`src/sv/rcm_pkg.sv`:
```
package rcm_pkg;

    // Channel map size; indexes at or beyond it pass through unmapped
    localparam int CHANNEL_COUNT = 16;

    // Field widths
    localparam int RX_W    = 11;
    localparam int PW_W    = 12;
    localparam int CH_W    = 4;
    localparam int CNT_W   = 16;
    localparam int PROD_W  = RX_W + PW_W;
    localparam int PADDR_W = 5;

    // Divider steps: the quotient never exceeds the pulse range
    localparam int DIV_STEPS = PW_W;
    localparam int STEP_W    = $clog2(DIV_STEPS);

    // Register map, word index
    localparam logic [2:0] REG_RX_MIN   = 3'd0;
    localparam logic [2:0] REG_RX_MAX   = 3'd1;
    localparam logic [2:0] REG_PW_MIN   = 3'd2;
    localparam logic [2:0] REG_PW_MAX   = 3'd3;
    localparam logic [2:0] REG_FLOOR    = 3'd4;
    localparam logic [2:0] REG_CEILING  = 3'd5;
    localparam logic [2:0] REG_TIMEOUT  = 3'd6;

    // Reset values
    localparam logic [RX_W-1:0]  RST_RX_MIN  = 11'd172;
    localparam logic [RX_W-1:0]  RST_RX_MAX  = 11'd1811;
    localparam logic [PW_W-1:0]  RST_PW_MIN  = 12'd1000;
    localparam logic [PW_W-1:0]  RST_PW_MAX  = 12'd2000;
    localparam logic [PW_W-1:0]  RST_FLOOR   = 12'd1000;
    localparam logic [PW_W-1:0]  RST_CEILING = 12'd2000;
    localparam logic [CNT_W-1:0] RST_TIMEOUT = 16'd1000;

    // Input operation codes (s_tuser)
    localparam logic OP_CHANNEL = 1'b0;
    localparam logic OP_TICK    = 1'b1;

    typedef enum logic [1:0] {
        ST_IDLE,
        ST_MUL,
        ST_DIV,
        ST_DONE
    } state_t;

endpackage

```
`src/sv/rc_channel_map_with_failsafe.sv`:
```
// Channel   | Ports                           | Beat contents
// ----------+---------------------------------+-------------------------------------------
// input     | s_tvalid s_tready s_tdata       | tdata: channel_index, receiver_value
//           | s_tuser s_tlast                 | tuser: operation, tlast: frame_end
// result    | m_tvalid m_tready m_tdata       | tdata: out_channel, pulse_width, failsafe,
//           | m_tuser                         |        signal_seen; tuser: is_channel
// config    | psel penable pwrite paddr       | seven registers at byte address 4*index
//           | pwdata prdata pready            |
//
// A mapped channel passes through one multiply step, twelve restoring-divide steps on the
// shared subtract/compare unit and a finish step before the next beat is accepted.
// Ticks and unmapped channel indexes go straight from accept to the finish step.
// Synchronous active-low reset clears the sequencer, the silence state and the result valid.
// A result waits in the output register; a new beat is accepted meanwhile, and the
// finish step holds until the output register is free.
module rc_channel_map_with_failsafe #(
    parameter int CHANNEL_COUNT = rcm_pkg::CHANNEL_COUNT
) (
    input  logic                          aclk,
    input  logic                          aresetn,
    // input channel
    input  logic                          s_tvalid,
    output logic                          s_tready,
    input  logic [15:0]                   s_tdata,   // [3:0] channel_index, [14:4] receiver_value
    input  logic                          s_tuser,   // [0] operation
    input  logic                          s_tlast,
    // result channel
    output logic                          m_tvalid,
    input  logic                          m_tready,
    output logic [23:0]                   m_tdata,   // [3:0] out_channel, [15:4] pulse_width,
                                                     // [16] failsafe, [17] signal_seen
    output logic                          m_tuser,   // [0] is_channel
    // configuration
    input  logic                          psel,
    input  logic                          penable,
    input  logic                          pwrite,
    input  logic [rcm_pkg::PADDR_W-1:0]   paddr,
    input  logic [31:0]                   pwdata,
    output logic [31:0]                   prdata,
    output logic                          pready
);
    import rcm_pkg::*;

    // ---------------- configuration registers ----------------
    logic [RX_W-1:0]  rx_min_reg, rx_max_reg;
    logic [PW_W-1:0]  pw_min_reg, pw_max_reg, floor_reg, ceiling_reg;
    logic [CNT_W-1:0] timeout_reg;
    logic             cfg_wr;
    logic [2:0]       cfg_idx;

    assign pready  = 1'b1;
    assign cfg_idx = paddr[4:2];
    assign cfg_wr  = psel && penable && pwrite && pready;

    always_ff @(posedge aclk) begin
        if (!aresetn) begin
            rx_min_reg  <= RST_RX_MIN;
            rx_max_reg  <= RST_RX_MAX;
            pw_min_reg  <= RST_PW_MIN;
            pw_max_reg  <= RST_PW_MAX;
            floor_reg   <= RST_FLOOR;
            ceiling_reg <= RST_CEILING;
            timeout_reg <= RST_TIMEOUT;
        end else if (cfg_wr) begin
            unique case (cfg_idx)
                REG_RX_MIN:  rx_min_reg  <= pwdata[RX_W-1:0];
                REG_RX_MAX:  rx_max_reg  <= pwdata[RX_W-1:0];
                REG_PW_MIN:  pw_min_reg  <= pwdata[PW_W-1:0];
                REG_PW_MAX:  pw_max_reg  <= pwdata[PW_W-1:0];
                REG_FLOOR:   floor_reg   <= pwdata[PW_W-1:0];
                REG_CEILING: ceiling_reg <= pwdata[PW_W-1:0];
                REG_TIMEOUT: timeout_reg <= pwdata[CNT_W-1:0];
                default: ;
            endcase
        end
    end

    // register readback
    always_comb begin
        unique case (cfg_idx)
            REG_RX_MIN:  prdata = 32'(rx_min_reg);
            REG_RX_MAX:  prdata = 32'(rx_max_reg);
            REG_PW_MIN:  prdata = 32'(pw_min_reg);
            REG_PW_MAX:  prdata = 32'(pw_max_reg);
            REG_FLOOR:   prdata = 32'(floor_reg);
            REG_CEILING: prdata = 32'(ceiling_reg);
            REG_TIMEOUT: prdata = 32'(timeout_reg);
            default:     prdata = 32'd0;
        endcase
    end

    // ---------------- input decode ----------------
    logic [CH_W-1:0] in_ch;
    logic [RX_W-1:0] in_raw;
    logic            in_op;
    logic            s_fire;
    logic            in_mapped;

    assign in_ch     = s_tdata[3:0];
    assign in_raw    = s_tdata[14:4];
    assign in_op     = s_tuser;
    assign s_fire    = s_tvalid && s_tready;
    assign in_mapped = (in_op == OP_CHANNEL) && (32'(in_ch) < CHANNEL_COUNT);

    // ---------------- sequencer ----------------
    state_t state_reg, state_next;
    logic [STEP_W-1:0] step_reg, step_next;
    logic              m_valid_reg, m_valid_next;
    logic              out_free;

    assign out_free = !m_valid_reg || m_tready;

    always_comb begin
        state_next = state_reg;
        unique case (state_reg)
            ST_IDLE: begin
                if (s_fire) state_next = in_mapped ? ST_MUL : ST_DONE;
            end
            ST_MUL:  state_next = ST_DIV;
            ST_DIV: begin
                if (step_reg == '0) state_next = ST_DONE;
            end
            ST_DONE: begin
                if (out_free) state_next = ST_IDLE;
            end
            default: state_next = ST_IDLE;
        endcase
    end

    always_comb begin
        s_tready = (state_reg == ST_IDLE);
        step_next = step_reg;
        unique case (state_reg)
            ST_MUL:  step_next = STEP_W'(DIV_STEPS - 1);
            ST_DIV:  step_next = step_reg - 1'b1;
            default: ;
        endcase
    end

    always_ff @(posedge aclk) begin
        if (!aresetn) begin
            state_reg <= ST_IDLE;
            step_reg  <= '0;
        end else begin
            state_reg <= state_next;
            step_reg  <= step_next;
        end
    end

    // ---------------- operand preparation at accept ----------------
    logic [RX_W-1:0]        v_lo, v_clamp;
    logic signed [RX_W:0]   d_s, span_s;
    logic signed [PW_W:0]   dp_s;
    logic [RX_W-1:0]        d_mag_next, span_mag_next;
    logic [PW_W-1:0]        dp_mag_next;

    always_comb begin
        // raise to the minimum, then lower to the maximum
        v_lo    = (in_raw < rx_min_reg) ? rx_min_reg : in_raw;
        v_clamp = (v_lo > rx_max_reg) ? rx_max_reg : v_lo;
        d_s     = $signed({1'b0, v_clamp}) - $signed({1'b0, rx_min_reg});
        span_s  = $signed({1'b0, rx_max_reg}) - $signed({1'b0, rx_min_reg});
        dp_s    = $signed({1'b0, pw_max_reg}) - $signed({1'b0, pw_min_reg});
        d_mag_next    = d_s[RX_W]    ? RX_W'(-d_s)    : d_s[RX_W-1:0];
        span_mag_next = span_s[RX_W] ? RX_W'(-span_s) : span_s[RX_W-1:0];
        dp_mag_next   = dp_s[PW_W]   ? PW_W'(-dp_s)   : dp_s[PW_W-1:0];
    end

    logic [RX_W-1:0] d_mag_reg, span_mag_reg;
    logic [PW_W-1:0] dp_mag_reg;
    logic            neg_reg, span_zero_reg, is_ch_reg;
    logic [CH_W-1:0] ch_reg;

    always_ff @(posedge aclk) begin
        if (s_fire) begin
            d_mag_reg     <= d_mag_next;
            span_mag_reg  <= span_mag_next;
            dp_mag_reg    <= dp_mag_next;
            // quotient sign from all three signed operands
            neg_reg       <= d_s[RX_W] ^ dp_s[PW_W] ^ span_s[RX_W];
            span_zero_reg <= (span_s == '0);
            is_ch_reg     <= in_mapped;
            ch_reg        <= (in_op == OP_CHANNEL) ? in_ch : '0;
        end
    end

    // ---------------- multiply, then shared subtract/compare divide ----------------
    logic [PROD_W-1:0] rem_reg, rem_next;
    logic [PROD_W-1:0] dsh_reg, dsh_next;
    logic [PW_W-1:0]   q_reg, q_next;
    logic              div_ge;

    assign div_ge = (rem_reg >= dsh_reg);

    always_comb begin
        rem_next = rem_reg;
        dsh_next = dsh_reg;
        q_next   = q_reg;
        unique case (state_reg)
            ST_MUL: begin
                rem_next = PROD_W'(d_mag_reg) * PROD_W'(dp_mag_reg);
                dsh_next = PROD_W'(span_mag_reg) << (DIV_STEPS - 1);
                q_next   = '0;
            end
            ST_DIV: begin
                if (div_ge) rem_next = rem_reg - dsh_reg;
                dsh_next = dsh_reg >> 1;
                q_next   = {q_reg[PW_W-2:0], div_ge};
            end
            default: ;
        endcase
    end

    always_ff @(posedge aclk) begin
        rem_reg <= rem_next;
        dsh_reg <= dsh_next;
        q_reg   <= q_next;
    end

    // ---------------- finish: sign, offset, channel limits ----------------
    logic signed [PW_W+1:0] q_s, p_raw, p_lim, lim_lo, lim_hi;
    logic [PW_W-1:0]        pw_final;

    always_comb begin
        q_s    = neg_reg ? -$signed({2'b00, q_reg}) : $signed({2'b00, q_reg});
        lim_lo = $signed({2'b00, floor_reg});
        lim_hi = $signed({2'b00, ceiling_reg});
        if (span_zero_reg) p_raw = $signed({2'b00, pw_min_reg});
        else               p_raw = $signed({2'b00, pw_min_reg}) + q_s;
        priority if (p_raw < lim_lo) p_lim = lim_lo;
        else if (p_raw > lim_hi)     p_lim = lim_hi;
        else                         p_lim = p_raw;
        pw_final = is_ch_reg ? p_lim[PW_W-1:0] : '0;
    end

    // ---------------- silence counter and failsafe latch ----------------
    logic [CNT_W-1:0] silence_reg, silence_next;
    logic             seen_reg, seen_next, fs_reg, fs_next;

    always_comb begin
        silence_next = silence_reg;
        seen_next    = seen_reg;
        if (s_fire) begin
            if (in_op == OP_TICK) begin
                if (silence_reg != '1) silence_next = silence_reg + 1'b1;
            end else if (s_tlast) begin
                silence_next = '0;
                seen_next    = 1'b1;
            end
        end
        // timeout is checked only when a beat is taken
        fs_next = fs_reg || (s_fire && seen_next && (silence_next >= timeout_reg));
    end

    always_ff @(posedge aclk) begin
        if (!aresetn) begin
            silence_reg <= '0;
            seen_reg    <= 1'b0;
            fs_reg      <= 1'b0;
        end else begin
            silence_reg <= silence_next;
            seen_reg    <= seen_next;
            fs_reg      <= fs_next;
        end
    end

    // ---------------- output register ----------------
    logic [23:0] m_data_reg;
    logic        m_user_reg;
    logic        out_load;

    assign out_load = (state_reg == ST_DONE) && out_free;

    always_comb begin
        m_valid_next = m_valid_reg;
        if (out_load)      m_valid_next = 1'b1;
        else if (m_tready) m_valid_next = 1'b0;
    end

    always_ff @(posedge aclk) begin
        if (!aresetn) m_valid_reg <= 1'b0;
        else          m_valid_reg <= m_valid_next;
    end

    always_ff @(posedge aclk) begin
        if (out_load) begin
            m_data_reg <= {6'd0, seen_reg, fs_reg, pw_final, ch_reg};
            m_user_reg <= is_ch_reg;
        end
    end

    assign m_tvalid = m_valid_reg;
    assign m_tdata  = m_data_reg;
    assign m_tuser  = m_user_reg;

    // ---------------- assertions ----------------
    a_fs_sticky: assert property (@(posedge aclk) disable iff (!aresetn)
        !$fell(fs_reg))
        else $error("failsafe latch cleared");

    a_fs_needs_seen: assert property (@(posedge aclk) disable iff (!aresetn)
        fs_reg |-> seen_reg)
        else $error("failsafe latched without a frame");

    a_div_runs: assert property (@(posedge aclk) disable iff (!aresetn)
        (state_reg == ST_DIV) && (step_reg != '0) |=> (state_reg == ST_DIV))
        else $error("divider left early");

    a_tick_short: assert property (@(posedge aclk) disable iff (!aresetn)
        s_fire && (in_op == OP_TICK) |=> (state_reg == ST_DONE))
        else $error("tick did not go straight to finish");

    a_unmapped_zero: assert property (@(posedge aclk) disable iff (!aresetn)
        m_valid_reg && !m_user_reg |-> (m_data_reg[15:4] == '0))
        else $error("pulse width on a non-channel result");

endmodule

```
`config.mk`:
```
export PLATFORM = sky130hd
export DESIGN_NAME = rc_channel_map_with_failsafe
export DESIGN_NICKNAME = d
export VERILOG_FILES = /design/src/sv/rcm_pkg.sv /design/src/sv/rc_channel_map_with_failsafe.sv
export SDC_FILE = /design/constraint.sdc
export NUM_CORES = 1
export LEC_CHECK = 0
export ABC_CLOCK_PERIOD_IN_PS = 7800
export BUFFER_PORTS_ARGS = -buffer_cell sky130_fd_sc_hd__buf_2
export CORE_MARGIN = 1.5
export CORE_UTILIZATION = 55
export DETAILED_ROUTE_END_ITERATION = 8
export PLACE_DENSITY = 0.76
export SLEW_MARGIN = 20
export SYNTH_ARGS = -nofsm -noshare
export SYNTH_HDL_FRONTEND = slang
export SYNTH_SLANG_ARGS = --single-unit
```
`constraint.sdc`:
```
create_clock -name aclk -period 7.8 [get_ports aclk]
set_input_delay 0.78 -clock aclk [delete_from_list [all_inputs] [get_ports aclk]]
set_output_delay 0.78 -clock aclk [all_outputs]
set_load 0.02 [all_outputs]
```
* After elaboration in Yosys (flattened, before gate mapping)
Index checks and enable logic that the tools add are counted.
** Storage, ports and cells
- Output and inout port bits :: 60
- Input port bits :: 62
- Logic and storage cells :: 114
- Bits in registers :: 229
** Cells by class
- Add/sub/neg operators :: 11
- $mul :: 1
- Reduce and logical (&&, ||, !) cells :: 24
- $lt $le $gt $ge :: 6
- Mux-type cells :: 29
- Bitwise logic cells :: 3
- Equality and inequality tests :: 14
** Operator list (count)
- 16-bit one-hot mux with 7 select lines :: 1
- 23-bit one-hot mux with 2 select lines :: 2
- 16-bit 2-to-1 mux :: 4
- 11-bit 2-to-1 mux :: 4
- 12-bit 2-to-1 mux :: 3
- 14-bit 2-to-1 mux :: 2
- 12-bit one-hot mux with 2 select lines :: 1
- 11-bit by 11-bit subtractor with 12-bit output :: 2
- 23-bit >= comparator :: 1
- 11-bit by 12-bit multiplier with 23-bit output :: 1
- 23-bit 2-to-1 mux :: 1
- 23-bit subtractor :: 1
- 11-bit negator :: 2
- 16-bit by 1-bit adder with 16-bit output (second input constant) :: 1
- 16-bit >= comparator :: 1
- 16-bit inequality test (second input constant) :: 1
- 2-bit AND reduction :: 8
- 13-bit by 14-bit adder with 14-bit output :: 1
- 14-bit by 13-bit > comparator with 1-bit output :: 1
- 14-bit by 13-bit < comparator with 1-bit output :: 1
- 12-bit negator with 14-bit output :: 1
- 12-bit by 12-bit subtractor with 13-bit output :: 1
- 12-bit logical NOT :: 1
- 12-bit negator :: 1
- other kinds (24) :: 45

* Longest topological paths before layout
- Depth after elaboration :: 7
- Depth in mapped cells :: 32
- Mapped depth without buffers :: 30

* Worst setup path after synthesis
No wires, ideal clock.
- Path kind :: in2reg
- From :: in s_tdata[5]
- To :: reg d_mag_reg[9], data pin
- Required time :: 7537 ps
- Setup time :: 263 ps
- Stages :: 29
- Buffers on the path :: 2
- Slack :: 1432 ps
- Data arrival time :: 6105 ps
- Cell sequence :: ha_1 -> a21o_1 -> a21o_1 -> a21oi_1 -> o21ai_0 -> o21ai_0 -> o21ai_0 -> clkbuf_1 -> mux2_2 -> ha_1 -> o21a_1 -> o21ai_0 -> nand2b_1 -> a21oi_1 -> o21a_1 -> o21ai_0 -> o31a_1 -> clkbuf_1 -> mux2_2 -> ha_1 -> nor2b_1 -> o21ai_1 -> nor2b_1 -> xnor2_1 -> or3_1 -> or3_1 -> nor2_1 -> a21o_1 -> xor2_1
** On the way
- Word-level cells in the longest chain between the ends :: 7
** Ends and longest elaborated chain
- from (decl) :: line rc_channel_map_with_failsafe.sv:24 : input logic [15:0] s_tdata,
- 11-bit < comparator :: line rc_channel_map_with_failsafe.sv:159 : v_lo = (in_raw < rx_min_reg) ? rx_min_reg : in_raw;
- 11-bit 2-to-1 mux * :: line rc_channel_map_with_failsafe.sv:159
- 11-bit > comparator :: line rc_channel_map_with_failsafe.sv:160 : v_clamp = (v_lo > rx_max_reg) ? rx_max_reg : v_lo;
- 11-bit 2-to-1 mux * :: line rc_channel_map_with_failsafe.sv:160
- 11-bit by 11-bit subtractor with 12-bit output * :: line rc_channel_map_with_failsafe.sv:161 : d_s = $signed({1'b0, v_clamp}) - $signed({1'b0, rx_min_reg});
- 11-bit negator :: line rc_channel_map_with_failsafe.sv:164 : d_mag_next = d_s[RX_W] ? RX_W'(-d_s) : d_s[RX_W-1:0];
- 11-bit 2-to-1 mux * :: line rc_channel_map_with_failsafe.sv:164
- net d_mag_next[9] :: line rc_channel_map_with_failsafe.sv:154 : logic [RX_W-1:0] d_mag_next, span_mag_next;
- to (signal assigned) :: line rc_channel_map_with_failsafe.sv:176 : d_mag_reg <= d_mag_next;
- to (decl) :: line rc_channel_map_with_failsafe.sv:169 : logic [RX_W-1:0] d_mag_reg, span_mag_reg;
Mark *: on every way through the listed nets, which the timed path passes. The rest lies on a longest branch.
A chain may end at the register's enable or synchronous reset.

* Final worst setup path
- From :: reg rx_min_reg[1]
- To :: reg d_mag_reg[9], data pin
** On the way
- Word-level cells in the longest chain between the ends :: 7
** Ends and longest elaborated chain
- from (decl) :: line rc_channel_map_with_failsafe.sv:45 : logic [RX_W-1:0] rx_min_reg, rx_max_reg;
- from (signal assigned) :: line rc_channel_map_with_failsafe.sv:66 : REG_RX_MIN: rx_min_reg <= pwdata[RX_W-1:0];
- 11-bit < comparator :: line rc_channel_map_with_failsafe.sv:159
- 11-bit 2-to-1 mux :: line rc_channel_map_with_failsafe.sv:159
- 11-bit > comparator :: line rc_channel_map_with_failsafe.sv:160
- 11-bit 2-to-1 mux :: line rc_channel_map_with_failsafe.sv:160
- 11-bit by 11-bit subtractor with 12-bit output * :: line rc_channel_map_with_failsafe.sv:161
- 11-bit negator :: line rc_channel_map_with_failsafe.sv:164
- 11-bit 2-to-1 mux * :: line rc_channel_map_with_failsafe.sv:164
- net d_mag_next[9] :: line rc_channel_map_with_failsafe.sv:154
Marks and branches as above.

==> run_results.csv <==
group,metric,value,unit
cts,cts.repair_timing.setup_buffer_count,0,
route,routedWlPerCell,18.0,um
grt,grt_overflow,0,
yosys,yosys.cell_types.count,74,
worst_setup_path,cpMaxStageDelayCell,"sky130_fd_sc_hd__dfxtp_1",
timing,fmaxAchievable,0.154,GHz
cts,cts.reportedPaths.clkPinSlew,0.06,ns
route,first_pass_detailed_route_iteration_total,5,
yosys,synth-xor-area-share,4.98,%
grt,grt_first_pass_wirelength,77500,um
yosys,combinational_family_with_the_most_area_after_synthesis,"adder cells",
timing,finalSetupViolations,0,
cts,clock_root_buffer_master,"sky130_fd_sc_hd__clkbuf_16",
grt,number_of_global_route_vias_before_repair,15001,
yosys,synth_enable_flop_cells,117,
yosys,yosys_register_bits,228,
timing,final_min_period_over_clock_period,83.3,%
yosys,synth.mux.area_fraction,5.12,%
yosys,syn_area,19500,um2
yosys,synth_most_common_cell,"sky130_fd_sc_hd__nand2_1",
timing,final.min_clock_period,6.49,ns
timing,skew,0.0123,ns
route,via_count,15792,
cts,clk_latency,0.56,ns
place,io_buffers,79,
floorplan,initial_core_util,56.1,%
timing,timing_worst_slew_pin_value,1.07,ns
floorplan,rows,68,
yosys,async_flop_share,0,%
yosys,synthCells,2192,
route,avgViaCountPerCell,5.84,
yosys,synth.yosys.seq_area_share,29.4,%
floorplan,design.core.area,34700,um2
route,routed_wirelength,48700,um
worst_setup_path,crit_buf_inv,3,
cts,htree_num_levels,1,
final_layout,area.growth.synth_to_final,8.02,%
yosys,synthTopCellsByCount,"sky130_fd_sc_hd__nand2_1 (320), sky130_fd_sc_hd__inv_1 (227), sky130_fd_sc_hd__ha_1 (200), sky130_fd_sc_hd__a21oi_1 (139), sky130_fd_sc_hd__edfxtp_1 (117)",
cts,hold_buffers,0,
worst_setup_path,worst_setup_path_start_kind,"register",
yosys,post_synthesis_compound_gate_area_fraction,14.2,%
cts,postCtsResizedCells,0,
worst_setup_path,type_of_the_setup_path_with_the_least_slack,"register to register",
grt,pin_count_of_the_biggest_net_entering_global_routing,59,
job,maxCapViolations,0,
worst_setup_path,worst_ep_arrival_time,6.79,ns
worst_setup_path,path_max_fanout,11,
final_layout,number_of_nets_in_the_layout,2583,
floorplan,die_x,191,um
timing,report.final.slew_viol_count,0,
yosys,synth_adder_area_share,22.5,%
yosys,synth_area_per_cell,8.89,um2
grt,global_route.usage.total,26.7,%
route,number_of_drc_markers_after_the_initial_detailed_route_iteration,1284,
cts,cts_tree,"built",
final_layout,largest_register_ff_count,23,
final_layout,fraction_of_layout_cells_with_a_size_suffix_above_1,9.75,%
route,antenna_violating_nets_post_route,0,
worst_setup_path,crit_path_max_incr_delay,0.49,ns
floorplan,design.die.area,36600,um2
timing,worst_slew_margin_rel,28.3,%
worst_setup_path,crit_end_element,"register",
route,post-route-drc-count,0,
cts,clockBufferDepth,3,
floorplan,design.portCount,122,
final_layout,num_antenna_cells,0,
yosys,ys_warn_count,0,
worst_setup_path,worst_path_dominant_cell_family,"compound AO/OA/AOI/OAI gates",
yosys,ys_dominant_reg_cell,"sky130_fd_sc_hd__edfxtp_1",
worst_setup_path,worst_path_most_repeated_cell,"sky130_fd_sc_hd__o21ai_0",
place,dp_hpwl,37000,um
timing,rsz0062_at_grt,"false",
place,routability_congestion_estimate_from_global_placement,0.993,
yosys,synth_top_area_share,18.0,%
yosys,post-synth-top-area-cell,"sky130_fd_sc_hd__edfxtp_1",
timing,report.final.hold_viol_count,0,
timing,final.setup.tns,0,ns
yosys,yosys.area_share.simple,16.7,%
floorplan,chipHeight,191,um
cts,cts_buffers,26,
worst_setup_path,critPathRequiredTime,8.10,ns
cts,clock_sink_count,228,
yosys,synth.area.top_cells,"sky130_fd_sc_hd__edfxtp_1 (18%), sky130_fd_sc_hd__ha_1 (13%), sky130_fd_sc_hd__dfxtp_1 (11%)",
grt,grt_antenna_before_repair,1,
min_path,type_of_the_tightest_min_delay_check,"register to register",
outcome,result_of_the_run,"finished, final reports clean",
## final timing paths
| check | start | to | slack, ns | depth (start not counted) |
|---|---|---|---|---|
| worst min-delay path | ch_reg[0] | m_tdata[0] | 0.42 | 0 |
| worst min register to register | ch_reg[0] | m_tdata[0] | 0.42 | 0 |
| worst max-delay path | rx_min_reg[1] | d_mag_reg[9] | 1.31 | 31 |
| worst max register to register | rx_min_reg[1] | d_mag_reg[9] | 1.31 | 31 |
## cell usage in the layout, fill, tap and decap left out, types with 74 or more instances in the layout
master and instances:
sky130_fd_sc_hd__dfxtp_1 111, sky130_fd_sc_hd__xnor2_1 81, sky130_fd_sc_hd__nor2_1 110, sky130_fd_sc_hd__ha_1 199
sky130_fd_sc_hd__nand2_1 320, sky130_fd_sc_hd__o21ai_0 107, sky130_fd_sc_hd__edfxtp_1 117, sky130_fd_sc_hd__a21oi_1 138
sky130_fd_sc_hd__buf_2 79, sky130_fd_sc_hd__and2_1 74, sky130_fd_sc_hd__inv_1 225, sky130_fd_sc_hd__fa_1 94
## metal layers
layer	GRT usage (%)	up-vias	wire, um
li1	-	7542	-
met1	37.7	7655	21700
met4	7.27	0	1320
met3	3.64	86	3310
met5	0	-	0
met2	42.9	509	22400
## layout make-up
cell class | instances | area, um2
clock buffer | 32 | 726
clock inverter | 16 | 180
fill | 3008 | 13700
inverter | 229 | 860
multi-input combinational | 1651 | 12500
sequential | 228 | 5740
tap | 455 | 569
timing repair buffer | 91 | 485
## logic make-up (layout without fill, tap and decap cells)
group / after synthesis / count (layout)
compound gates: 437 / 437
buf+inv: 334 / 368
simple gates: 703 / 703
mux: 84 / 84
other cells: 2 / 23
xor+xnor: 110 / 110
flops: 228 / 228
fa+ha+maj: 294 / 294
## through the flow
stage	worst slack, ns	hold slack [ns]	instance area (um2)	utilization [%]	std cells
3_5_place_dp	1.21	0.406	20100	58.0	2654
5_1_grt	0.861	0.424	21000	60.6	2702
3_3_place_gp	1.20	0.402	20100	58.0	2654
6_report	1.31	0.421	21000	60.6	2702
4_1_cts	1.35	0.419	21000	60.6	2702
2_1_floorplan	1.43	0.400	19600	-	2213
Power is left out: the tool's default activity adds up to more than one toggle a clock period on the data nets, which glitch-free logic cannot reach.
